===== config.mk =====
export PLATFORM = sky130hd
export DESIGN_NAME = periodic_alarm_table
export DESIGN_NICKNAME = d
export VERILOG_FILES = /design/src/hw/rtl/pat_pkg.sv /design/src/hw/rtl/pat_ram.sv /design/src/hw/rtl/pat_slot_upd.sv /design/src/hw/rtl/periodic_alarm_table.sv
export VERILOG_INCLUDE_DIRS = /design/src /design/src/hw/rtl
export SDC_FILE = /design/constraint.sdc
export NUM_CORES = 1
export LEC_CHECK = 0
export ABC_AREA = 1
export BUFFER_PORTS_ARGS = -buffer_cell sky130_fd_sc_hd__buf_4
export CORE_MARGIN = 1.5
export CORE_UTILIZATION = 25
export CTS_CLUSTER_SIZE = 28
export DETAILED_ROUTE_END_ITERATION = 6
export PLACE_DENSITY = 0.46
export SLEW_MARGIN = 20
export SYNTH_ARGS = -nofsm -noshare
export SYNTH_HDL_FRONTEND = slang
export SYNTH_SLANG_ARGS = --single-unit

===== constraint.sdc =====
create_clock -name clock -period 4.9 [get_ports clock]
set_input_delay 0.245 -clock clock [delete_from_list [all_inputs] [get_ports clock]]
set_output_delay 0.245 -clock clock [all_outputs]
set_load 0.02 [all_outputs]

===== src/hw/rtl/periodic_alarm_table_assert.svh =====
// Assertion macros for the periodic alarm table
`ifndef PERIODIC_ALARM_TABLE_ASSERT_SVH
`define PERIODIC_ALARM_TABLE_ASSERT_SVH

// Same-cycle implication, sampled on clock, off during reset
`define PAT_ASSERT_NOW(label, ante, cons, msg) \
   label: assert property (@(posedge clock) disable iff (reset) (ante) |-> (cons)) \
      else $error(msg);

// Next-cycle implication, sampled on clock, off during reset
`define PAT_ASSERT_NEXT(label, ante, cons, msg) \
   label: assert property (@(posedge clock) disable iff (reset) (ante) |=> (cons)) \
      else $error(msg);

`endif


===== src/hw/rtl/pat_pkg.sv =====
// Types, codes and constants shared by the periodic alarm table modules
`timescale 1ns / 1ps
package pat_pkg;

   localparam int TIME_W     = 40;
   localparam int CMD_W      = 2;
   localparam int KIND_W     = 3;
   localparam int ID_W       = 8;
   localparam int MINS_W     = 10;
   localparam int STATUS_W   = 3;
   localparam int SSTATE_W   = 2;
   localparam int FIRED_W    = 5;
   localparam int MAX_OUT    = 16;
   localparam int INTERVAL_W = 22;
   localparam int PROD_W     = 16;

   localparam logic [TIME_W-1:0]     TIME_MAX   = '1;
   localparam logic [INTERVAL_W-1:0] DAY_SEC    = 22'd86400;
   localparam logic [INTERVAL_W-1:0] WEEK_SEC   = 22'd604800;
   localparam logic [INTERVAL_W-1:0] MONTH_SEC  = 22'd2592000;
   localparam logic [PROD_W-1:0]     SNOOZE_SEC = 16'd60;

   // commands
   localparam logic [CMD_W-1:0] CMD_CHECK  = 2'd0;
   localparam logic [CMD_W-1:0] CMD_ADD    = 2'd1;
   localparam logic [CMD_W-1:0] CMD_CANCEL = 2'd2;
   localparam logic [CMD_W-1:0] CMD_SNOOZE = 2'd3;

   // result status
   localparam logic [STATUS_W-1:0] RS_FIRED      = 3'd0;
   localparam logic [STATUS_W-1:0] RS_NONE_DUE   = 3'd1;
   localparam logic [STATUS_W-1:0] RS_ADDED      = 3'd2;
   localparam logic [STATUS_W-1:0] RS_DONE       = 3'd3;
   localparam logic [STATUS_W-1:0] RS_NOT_FOUND  = 3'd4;
   localparam logic [STATUS_W-1:0] RS_TABLE_FULL = 3'd5;

   // slot states
   localparam logic [SSTATE_W-1:0] SS_ACTIVE    = 2'd0;
   localparam logic [SSTATE_W-1:0] SS_TRIGGERED = 2'd1;
   localparam logic [SSTATE_W-1:0] SS_CANCELLED = 2'd2;

   // repeat kinds with their own interval; other nonzero kinds repeat daily
   localparam logic [KIND_W-1:0] KIND_ONCE    = 3'd0;
   localparam logic [KIND_W-1:0] KIND_WEEKLY  = 3'd2;
   localparam logic [KIND_W-1:0] KIND_MONTHLY = 3'd4;

   typedef struct packed {
      logic [TIME_W-1:0]   alarm_time;
      logic [KIND_W-1:0]   repeat_kind;
      logic [SSTATE_W-1:0] slot_state;
   } slot_type;

   function automatic logic [INTERVAL_W-1:0] interval_of(input logic [KIND_W-1:0] kind);
      logic [INTERVAL_W-1:0] ival;
      case (kind)
         KIND_WEEKLY:  ival = WEEK_SEC;
         KIND_MONTHLY: ival = MONTH_SEC;
         default:      ival = DAY_SEC;
      endcase
      return ival;
   endfunction

endpackage


===== src/hw/rtl/pat_ram.sv =====
// Generic single-write, single-read RAM with registered read data
`timescale 1ns / 1ps
module pat_ram #(
   parameter int WIDTH = 45,
   parameter int DEPTH = 16,
   localparam int ADDR_W = (DEPTH > 1) ? $clog2(DEPTH) : 1
) (
   input  logic              clock,
   input  logic              wr_en,
   input  logic [ADDR_W-1:0] wr_addr,
   input  logic [WIDTH-1:0]  wr_data,
   input  logic              rd_en,
   input  logic [ADDR_W-1:0] rd_addr,
   output logic [WIDTH-1:0]  rd_data
);

   logic [WIDTH-1:0] mem [DEPTH];
   logic [WIDTH-1:0] rd_data_ff;

   always_ff @(posedge clock) begin
      if (wr_en) begin
         mem[wr_addr] <= wr_data;
      end
      // read data holds until the next read
      if (rd_en) begin
         rd_data_ff <= mem[rd_addr];
      end
   end

   assign rd_data = rd_data_ff;

endmodule


===== src/hw/rtl/pat_slot_upd.sv =====
// Slot update logic: due test, saturating re-arm, cancel and snooze
`timescale 1ns / 1ps
module pat_slot_upd import pat_pkg::*; (
   input  logic [CMD_W-1:0]  cmd,
   input  logic [TIME_W-1:0] now_seconds,
   input  logic [MINS_W-1:0] snooze_minutes,
   input  slot_type          cur,
   output slot_type          nxt,
   output logic              due
);

   logic [PROD_W-1:0] snooze_sec;
   logic [TIME_W:0]   rearm_sum;
   logic [TIME_W:0]   snooze_sum;
   logic [TIME_W-1:0] rearm_time;
   logic [TIME_W-1:0] snooze_time;

   assign due = (cur.slot_state == SS_ACTIVE) && (now_seconds >= cur.alarm_time);

   assign rearm_sum  = {1'b0, cur.alarm_time} + (TIME_W+1)'(interval_of(cur.repeat_kind));
   assign rearm_time = rearm_sum[TIME_W] ? TIME_MAX : rearm_sum[TIME_W-1:0];

   assign snooze_sec  = PROD_W'(snooze_minutes) * SNOOZE_SEC;
   assign snooze_sum  = {1'b0, now_seconds} + (TIME_W+1)'(snooze_sec);
   assign snooze_time = snooze_sum[TIME_W] ? TIME_MAX : snooze_sum[TIME_W-1:0];

   always_comb begin
      nxt = cur;
      case (cmd)
         CMD_CHECK: begin
            if (cur.repeat_kind == KIND_ONCE) begin
               nxt.slot_state = SS_TRIGGERED;
            end else begin
               nxt.alarm_time = rearm_time;
            end
         end
         CMD_CANCEL: begin
            nxt.slot_state = SS_CANCELLED;
         end
         CMD_SNOOZE: begin
            nxt.alarm_time = snooze_time;
            nxt.slot_state = SS_ACTIVE;
         end
         default: begin
            nxt = cur;
         end
      endcase
   end

endmodule


===== src/hw/rtl/periodic_alarm_table.sv =====
// Periodic alarm table top level: command sequencer around the slot RAM
`timescale 1ns / 1ps
`include "periodic_alarm_table_assert.svh"
// The block keeps NUM_SLOTS alarm slots (trigger time, repeat kind, state) in
// one synchronous RAM and serves one command at a time. Add loads its result
// from the decode state; cancel and snooze do a read, then a write back, and
// a check visits each of the N slots in use, first reading it from the RAM
// and then testing it and writing it back. The next command is taken in the
// cycle after the last result of the previous one has been loaded into the
// output register. Ids are slot number plus one; a check reports at most 16
// fired slots and always ends with a result that has last set. Stalls on the
// result side hold the sequencer without losing work.
module periodic_alarm_table import pat_pkg::*; #(
   parameter int NUM_SLOTS = 16
) (
   input  logic                clock,
   input  logic                reset,

   input  logic                req_valid,
   output logic                req_stall,
   input  logic [CMD_W-1:0]    req_cmd,
   input  logic [TIME_W-1:0]   req_now_seconds,
   input  logic [TIME_W-1:0]   req_alarm_time,
   input  logic [KIND_W-1:0]   req_repeat_kind,
   input  logic [ID_W-1:0]     req_alarm_id,
   input  logic [MINS_W-1:0]   req_snooze_minutes,

   output logic                rsp_valid,
   input  logic                rsp_stall,
   output logic [ID_W-1:0]     rsp_result_id,
   output logic [STATUS_W-1:0] rsp_status,
   output logic                rsp_last
);

   // slot index width and a count wide enough to hold NUM_SLOTS itself
   localparam int SLOT_W = (NUM_SLOTS > 1) ? $clog2(NUM_SLOTS) : 1;
   localparam int CNT_W  = $clog2(NUM_SLOTS + 1);

   // sequencer states
   localparam logic [2:0] S_IDLE   = 3'd0;  // waiting for a command
   localparam logic [2:0] S_DISP   = 3'd1;  // decode latched command
   localparam logic [2:0] S_OPEV   = 3'd2;  // cancel/snooze write back
   localparam logic [2:0] S_CHKRD  = 3'd3;  // check: issue slot read
   localparam logic [2:0] S_CHKEV  = 3'd4;  // check: test and write back
   localparam logic [2:0] S_CHKEND = 3'd5;  // check: final result

   logic [2:0]          state_ff, state_in;

   // latched command
   logic [CMD_W-1:0]    cmd_ff, cmd_in;
   logic [TIME_W-1:0]   now_ff, now_in;
   logic [TIME_W-1:0]   atime_ff, atime_in;
   logic [KIND_W-1:0]   kind_ff, kind_in;
   logic [ID_W-1:0]     id_ff, id_in;
   logic [MINS_W-1:0]   mins_ff, mins_in;

   // table and scan state
   logic [CNT_W-1:0]    count_ff, count_in;
   logic [CNT_W-1:0]    idx_ff, idx_in;
   logic [FIRED_W-1:0]  fired_ff, fired_in;
   logic                pend_ff, pend_in;       // a fired id waits for its last flag
   logic [ID_W-1:0]     pend_id_ff, pend_id_in;

   // output register
   logic                rsp_valid_ff, rsp_valid_in;
   logic [ID_W-1:0]     rsp_id_ff, rsp_id_in;
   logic [STATUS_W-1:0] rsp_status_ff, rsp_status_in;
   logic                rsp_last_ff, rsp_last_in;

   // result staging from the sequencer
   logic                load_out;
   logic [ID_W-1:0]     out_id;
   logic [STATUS_W-1:0] out_status;
   logic                out_last;
   logic                out_free;

   // RAM ports
   logic                mem_we;
   logic [SLOT_W-1:0]   mem_waddr;
   slot_type            mem_wdata;
   logic                mem_re;
   logic [SLOT_W-1:0]   mem_raddr;
   slot_type            mem_rdata;

   slot_type            upd_slot;
   logic                upd_due;
   logic [ID_W-1:0]     id_m1;

   assign id_m1     = id_ff - ID_W'(1);
   assign out_free  = !rsp_valid_ff || !rsp_stall;
   assign req_stall = (state_ff != S_IDLE);

   pat_ram #(
      .WIDTH ($bits(slot_type)),
      .DEPTH (NUM_SLOTS)
   ) u_slot_ram (
      .clock   (clock),
      .wr_en   (mem_we),
      .wr_addr (mem_waddr),
      .wr_data (mem_wdata),
      .rd_en   (mem_re),
      .rd_addr (mem_raddr),
      .rd_data (mem_rdata)
   );

   pat_slot_upd u_slot_upd (
      .cmd            (cmd_ff),
      .now_seconds    (now_ff),
      .snooze_minutes (mins_ff),
      .cur            (mem_rdata),
      .nxt            (upd_slot),
      .due            (upd_due)
   );

   // Sequencer. A slot is only read in a state that precedes its write back,
   // and the next read waits until that write is done, so reads and writes
   // of the same entry never overlap.
   always_comb begin
      state_in   = state_ff;
      cmd_in     = cmd_ff;
      now_in     = now_ff;
      atime_in   = atime_ff;
      kind_in    = kind_ff;
      id_in      = id_ff;
      mins_in    = mins_ff;
      count_in   = count_ff;
      idx_in     = idx_ff;
      fired_in   = fired_ff;
      pend_in    = pend_ff;
      pend_id_in = pend_id_ff;

      load_out   = 1'b0;
      out_id     = '0;
      out_status = RS_DONE;
      out_last   = 1'b1;

      mem_we     = 1'b0;
      mem_waddr  = idx_ff[SLOT_W-1:0];
      mem_wdata  = upd_slot;
      mem_re     = 1'b0;
      mem_raddr  = idx_ff[SLOT_W-1:0];

      case (state_ff)
         S_IDLE: begin
            if (req_valid) begin
               cmd_in   = req_cmd;
               now_in   = req_now_seconds;
               atime_in = req_alarm_time;
               kind_in  = req_repeat_kind;
               id_in    = req_alarm_id;
               mins_in  = req_snooze_minutes;
               state_in = S_DISP;
            end
         end
         S_DISP: begin
            case (cmd_ff)
               CMD_CHECK: begin
                  idx_in   = '0;
                  fired_in = '0;
                  pend_in  = 1'b0;
                  state_in = S_CHKRD;
               end
               CMD_ADD: begin
                  if (out_free) begin
                     load_out = 1'b1;
                     state_in = S_IDLE;
                     if (count_ff == CNT_W'(NUM_SLOTS)) begin
                        out_status = RS_TABLE_FULL;
                     end else begin
                        mem_we     = 1'b1;
                        mem_waddr  = count_ff[SLOT_W-1:0];
                        mem_wdata  = '{alarm_time: atime_ff, repeat_kind: kind_ff,
                                       slot_state: SS_ACTIVE};
                        count_in   = count_ff + CNT_W'(1);
                        out_id     = ID_W'(count_ff) + ID_W'(1);
                        out_status = RS_ADDED;
                     end
                  end
               end
               default: begin
                  // cancel and snooze: id must name a slot in use
                  if (id_ff == '0 || id_ff > ID_W'(count_ff)) begin
                     if (out_free) begin
                        load_out   = 1'b1;
                        out_status = RS_NOT_FOUND;
                        state_in   = S_IDLE;
                     end
                  end else begin
                     mem_re    = 1'b1;
                     mem_raddr = id_m1[SLOT_W-1:0];
                     state_in  = S_OPEV;
                  end
               end
            endcase
         end
         S_OPEV: begin
            if (out_free) begin
               mem_we     = 1'b1;
               mem_waddr  = id_m1[SLOT_W-1:0];
               load_out   = 1'b1;
               out_status = RS_DONE;
               state_in   = S_IDLE;
            end
         end
         S_CHKRD: begin
            if (idx_ff >= count_ff || fired_ff == FIRED_W'(MAX_OUT)) begin
               state_in = S_CHKEND;
            end else begin
               mem_re   = 1'b1;
               state_in = S_CHKEV;
            end
         end
         S_CHKEV: begin
            if (!upd_due) begin
               idx_in   = idx_ff + CNT_W'(1);
               state_in = S_CHKRD;
            end else if (!pend_ff || out_free) begin
               // earlier fired id goes out now: a later one follows it
               mem_we     = 1'b1;
               load_out   = pend_ff;
               out_id     = pend_id_ff;
               out_status = RS_FIRED;
               out_last   = 1'b0;
               pend_in    = 1'b1;
               pend_id_in = ID_W'(idx_ff) + ID_W'(1);
               fired_in   = fired_ff + FIRED_W'(1);
               idx_in     = idx_ff + CNT_W'(1);
               state_in   = S_CHKRD;
            end
         end
         S_CHKEND: begin
            if (out_free) begin
               load_out   = 1'b1;
               out_id     = pend_ff ? pend_id_ff : '0;
               out_status = pend_ff ? RS_FIRED : RS_NONE_DUE;
               out_last   = 1'b1;
               pend_in    = 1'b0;
               state_in   = S_IDLE;
            end
         end
         default: begin
            state_in = S_IDLE;
         end
      endcase
   end

   // output register: loads when empty or when its transfer completes
   always_comb begin
      rsp_valid_in  = rsp_valid_ff;
      rsp_id_in     = rsp_id_ff;
      rsp_status_in = rsp_status_ff;
      rsp_last_in   = rsp_last_ff;
      if (load_out) begin
         rsp_valid_in  = 1'b1;
         rsp_id_in     = out_id;
         rsp_status_in = out_status;
         rsp_last_in   = out_last;
      end else if (!rsp_stall) begin
         rsp_valid_in = 1'b0;
      end
   end

   always_ff @(posedge clock) begin
      if (reset) begin
         state_ff     <= S_IDLE;
         count_ff     <= '0;
         idx_ff       <= '0;
         fired_ff     <= '0;
         pend_ff      <= 1'b0;
         rsp_valid_ff <= 1'b0;
      end else begin
         state_ff     <= state_in;
         count_ff     <= count_in;
         idx_ff       <= idx_in;
         fired_ff     <= fired_in;
         pend_ff      <= pend_in;
         rsp_valid_ff <= rsp_valid_in;
      end
   end

   always_ff @(posedge clock) begin
      cmd_ff        <= cmd_in;
      now_ff        <= now_in;
      atime_ff      <= atime_in;
      kind_ff       <= kind_in;
      id_ff         <= id_in;
      mins_ff       <= mins_in;
      pend_id_ff    <= pend_id_in;
      rsp_id_ff     <= rsp_id_in;
      rsp_status_ff <= rsp_status_in;
      rsp_last_ff   <= rsp_last_in;
   end

   assign rsp_valid     = rsp_valid_ff;
   assign rsp_result_id = rsp_id_ff;
   assign rsp_status    = rsp_status_ff;
   assign rsp_last      = rsp_last_ff;

   `PAT_ASSERT_NOW(a_count_range, 1'b1, count_ff <= CNT_W'(NUM_SLOTS), "slot count overflow")
   `PAT_ASSERT_NOW(a_fired_range, 1'b1, fired_ff <= FIRED_W'(MAX_OUT), "fired count overflow")
   `PAT_ASSERT_NOW(a_write_busy, mem_we, state_ff != S_IDLE, "slot write while idle")
   `PAT_ASSERT_NEXT(a_last_idle, load_out && out_last, state_ff == S_IDLE, "last result not idle")

endmodule

== Word level (Yosys, flattened, before mapping) ==
Memory sizes are Yosys's and may differ from the RTL's. A register that Yosys moved wholly into a read port is not among the register bits.
Cells that the tools add are included.

* Register bits after elaboration: 143
* RAM bits: 720
* Output and inout port bits: 14
* Memories kept: 1

{| class="wikitable"
|+ Memory list
! memory !! depth !! width !! read ports !! clocked after memory_dff !! write ports !! RTL line !! source
|-
| u_slot_ram.mem || 16 || 45 || 1 || 1 || 1 || pat_ram.sv:17 || <nowiki>logic [WIDTH-1:0] mem [DEPTH];</nowiki>
|}

* Add/subtract/negate cells: 8
* $mul: 1
* Magnitude comparators: 3
* Equal/unequal tests: 19
* Muxes and demuxes: 78
* Bitwise operators: 1
* Reduce and logical (&&, ||, !) cells: 26

{| class="wikitable"
|+ Operators by type and width
! operator !! number
|-
| two-way mux 45 bit || 4
|-
| two-way mux 40 bit || 3
|-
| case mux 40 bit (2 select lines) || 1
|-
| case mux 22 bit (2 select lines) || 1
|-
| adder 40 x 16 -> 41 bit || 1
|-
| adder 40 x 22 -> 41 bit || 1
|-
| >= comparator 40 bit || 1
|-
| two-way mux 8 bit || 4
|-
| two-way mux 4 bit || 7
|-
| two-way mux 3 bit || 9
|-
| two-way mux 5 bit || 5
|-
| case mux 8 bit (3 select lines) || 1
|-
| two-way mux 1 bit || 23
|-
| case mux 5 bit (2 select lines) || 2
|-
| two-way mux 6 bit || 3
|-
| adder 5 x 1 -> 5 bit (second input constant) || 3
|-
| case mux 3 bit (5 select lines) || 1
|-
| multiplier 10 x 4 -> 14 bit (second input constant) || 1
|-
| adder 5 x 1 -> 6 bit (second input constant) || 2
|-
| case mux 3 bit (2 select lines) || 2
|-
| equality test 5 bit (second input constant) || 2
|-
| equality test 3 x 2 -> 1 bit (second input constant) || 3
|-
| equality test 3 bit (second input constant) || 3
|-
| case mux 1 bit (3 select lines) || 3
|-
| 28 further kinds || 50
|}

== Longest topological paths before layout ==
* Depth after elaboration: 10
* Gate-level depth with buffers: 30

== Hierarchy ==
From an unflattened synthesis, not the netlist that was laid out.

* Cell total of the unflattened synthesis: 4780
* Area total of the unflattened synthesis: 44731.7 um2

{| class="wikitable"
|+ By module, submodules not included
! module !! instances !! cells each !! area each (um2) !! seq. area each (um2)
|-
| pat_ram || 1 || 2969 || 32213.4 || 22972.0
|-
| pat_slot_upd || 1 || 1273 || 6618.8 || 0.0
|-
| periodic_alarm_table || 1 || 538 || 5899.4 || 3973.8
|}

== Worst setup path after synthesis ==
Ideal clock, no wire load.

* Path kind: flip-flop to flip-flop
* Start point: register state_ff[0]
* End point: register atime_ff[0], enable pin
* Library setup time: 566 ps
* Arrival: 5010 ps
* Setup slack: -677 ps
* Stages on the path, launching flop included: 4
* Path buffers: 0
* Path through: dfxtp_1 > nor2_1 > nand2_1 > nor2_1

* Cells in the longest elaborated chain, start to end: 2

{| class="wikitable"
|+ RTL lines
! element !! RTL line !! source
|-
| start: declaration || periodic_alarm_table.sv:47 || <nowiki>logic [2:0] state_ff, state_in;</nowiki>
|-
| start signal: assignment || periodic_alarm_table.sv:272 || <nowiki>state_ff <= state_in;</nowiki>
|-
| zero test 3 bit || periodic_alarm_table.sv:143 || <nowiki>case (state_ff)</nowiki>
|-
| AND reduction 2 bit (no source line) || - ||
|-
| end signal: assignment || periodic_alarm_table.sv:284 || <nowiki>atime_ff <= atime_in;</nowiki>
|-
| end: declaration || periodic_alarm_table.sv:52 || <nowiki>logic [TIME_W-1:0] atime_ff, atime_in;</nowiki>
|}

Every way passes these cells.
A chain may end at the register's enable or synchronous reset.

==> results.txt <==
CP max stage delay -> 0.52 ns
Vias in the first global route -> 33570
Static leakage -> 23.72 nW
DIE AREA -> 0.1816 mm^2
Crit-path slowest cell -> fa_1
Clock sink count -> 904
Via density -> 4.544
Post-Syn Area per Cell -> 9.487 um^2
Crit start category -> flop
Required @ worst endpoint -> 5.35 ns
DP Area -> 0.05119 mm^2
WL final -> 154400 um
Synth area leader -> edfxtp_1
Commonest non-fill, non-tap cell in the layout -> nand3_1
EDFF count, synth -> 884
Fraction of layout cells with a size suffix above 1 -> 13.54%
Clk_skew -> 0.03562 ns
DRT antenna net count -> 0
Failing checks -> negative setup slack
Outcome -> finished with violations
Area delta synth->final -> 25.42%
CTS tree -> done
Area share of the largest cell type after synthesis -> 59.30%
Starting Density -> 25.12%
Worst Hold Class -> input pin to flop
Clock Path Buffers -> 3
Clock slew at reported path FFs -> 0.06 ns
Yosys warns -> 0
CTS Buf Count -> 97
Crit path DAT -> 5.56 ns
Final min period -> 5.103 ns
CP most frequent cell -> nand2_1
Seq cells post-synth -> 904
Detailed Place HPWL -> 92770 um
Ports -> 121
Setup WS post-layout -> -0.2034 ns
Diode count -> 0
# setup viols final -> 555
Chip height -> 426.2 um
Seq/Total Area, Yosys -> 60.19%
Clock Latency Late Sink -> 0.73 ns
Largest net degree at the start of global routing -> 94
DRT Pass-1 Iters -> 7
Initial antenna violation count -> 0
Synth async-reset ratio -> 0%
GR Util All Layers -> 16.79%
Final instance area -> 0.05615 mm^2
Least-Margin Pin Slew -> 0.8758 ns
CP delay by family, top -> adder cells
Crit Path Max Fanout -> 8
RSZ-0062 raised after global routing -> true
Hold slack final -> 0.08876 ns
Total number of H-tree levels -> 3
Slew Limit Headroom -> 41.61%
Setup CP Type -> flop to flop
# port buffers -> 118
Top_reg_cell synth -> edfxtp_1
DRC viols -> 0
Pwr/cell area -> 358.4 mW/mm^2
Grt ovf -> 0
Maximum VDD drop -> 0.2411 mV
Fin. Hold Viols -> 0
Most frequent cells in the layout -> 966 x nand3_1, 932 x nand2_1, 923 x inv_1, 884 x edfxtp_1, 302 x buf_4
Root Buffer -> clkbuf_16
Period utilization -> 104.2%
Cell variety after synth -> 46
Rows -> 155
Post-Synthesis Cells -> 4719
Worst setup EP type -> flop
Number of max-cap violations -> 0
Buf/Inv on CP -> 7
Die width -> 426.2 um
Global-route wire length before repair -> 226300 um
Setup WS pre-CTS -> -0.5849 ns
Routed length per placed instance -> 20.42 um
Fmax -> 0.1959 GHz
Core area -> 0.1782 mm^2
Synth top area cells -> edfxtp_1 59%, nand3_1 11%, nand2_1 8.0%
Max-slew violations -> 0
Gpl congestion -> 0.9297
Nets -> 5355
DR iter-0 viols -> 2551
Mapped Area -> 0.04477 mm^2
DR vias -> 34360
Fillers -> 18280
kinds of logic after synthesis:
family	share of synthesized area, %
flip-flops	60.19
adder cells (fa/ha/maj)	3.840
other	0.008377
buffers and inverters	9.846
AND/OR/NAND/NOR	21.53
XOR/XNOR	0.8804
AO/OA/AOI/OAI	3.709
cell type report:
type	count	area [um^2]	share of cell area [%]
Tap cell	2355	2947	5.248
Clock buffer	114	2491	4.437
Clock inverter	68	719.4	1.281
Multi-Input combinational cell	2670	14180	25.25
Inverter	939	3531	6.288
Sequential cell	904	26950	47.99
Timing Repair Buffer	510	5336	9.504
layer usage:
layer | GRT usage [%] | up-vias | wire, um
met3 | 1.980 | 200 | 7845
li1 | - | 16400 | -
met4 | 5.142 | 0 | 3978
met2 | 28.89 | 1026 | 74620
met5 | 0 | - | 0
met1 | 21.97 | 16730 | 67930
tightest hold or removal path: stages:
cell	delay, ns
buf_4	0.08
nand2_1	0.15
nand4_1	0.17
nand2_1	0.07
inv_1	0.06
through the flow:
stage	power, W	cells	utilization, %	setup TNS, ns
global placement	0.01232	7249	28.71	-163.24
global route	0.02089	7560	31.50	-227.75
CTS	0.02016	7550	31.33	-18.86
finish	0.02013	7560	31.50	-46.13
detailed placement	0.01229	7250	28.72	-134.70
floorplan	0.01053	4720	-	0
report_power, final:
part	leakage, nW	internal, W	switching [W]
clock	1.57	0.00430	0.00322
combinational	13.9	0.00167	0.00202
sequential	8.22	0.00883	0.0000939
total	23.7	0.0148	0.00533
flip-flops by register name, indices dropped and copies added (netlist names), 6 cells and up:
name	flops
atime_ff	40
id_ff	8
mins_ff	10
now_ff	40
pend_id_ff	6
rsp_result_id	6
u_slot_ram.mem	720
u_slot_ram.rd_data	45
worst paths after layout:
| kind | startpoint | end | slack, ns | depth (start not counted) |
|---|---|---|---|---|
| hold reg to reg | pend_ff | pend_ff | 0.48 | 2 |
| setup reg to reg | mins_ff[3] | u_slot_ram.mem[12][26] | -0.20 | 31 |
| setup / recovery | mins_ff[3] | u_slot_ram.mem[12][26] | -0.20 | 31 |
| hold / removal | rsp_stall | rsp_valid | 0.09 | 5 |
what timing repair did:
item | 4_1_cts | 5_1_grt
setup buffers | 13 | 8
resized for setup | 75 | 47
hold buffers | 105 | 0
endpoints found under the hold margin | 123 | 0
gates cloned | 1 | 2
pin swaps | 15 | 17
endpoints found under the setup margin | 640 | 640
cells in the mapped netlist, types with 2 or more instances:
library cell and count:
a31oi_1 2, nand3b_1 8, xor2_1 35, buf_2 73
nand3_1 974, o21ai_0 80, fa_1 19, o22ai_1 4
o21a_1 8, nor3_1 34, o21ai_1 14, a21o_1 2
buf_4 4, inv_1 930, nor3b_1 2, o21ai_2 2
o211ai_1 6, a21oi_1 183, inv_2 8, ha_1 107
edfxtp_1 884, clkbuf_1 105, xnor2_1 10, nor2_1 162
buf_1 25, nor4_1 6, a21boi_0 3, dfxtp_1 20
nor2_4 3, nand4_1 30, nand2_1 960, a211oi_1 2
Power figures use the tool's default switching activity.
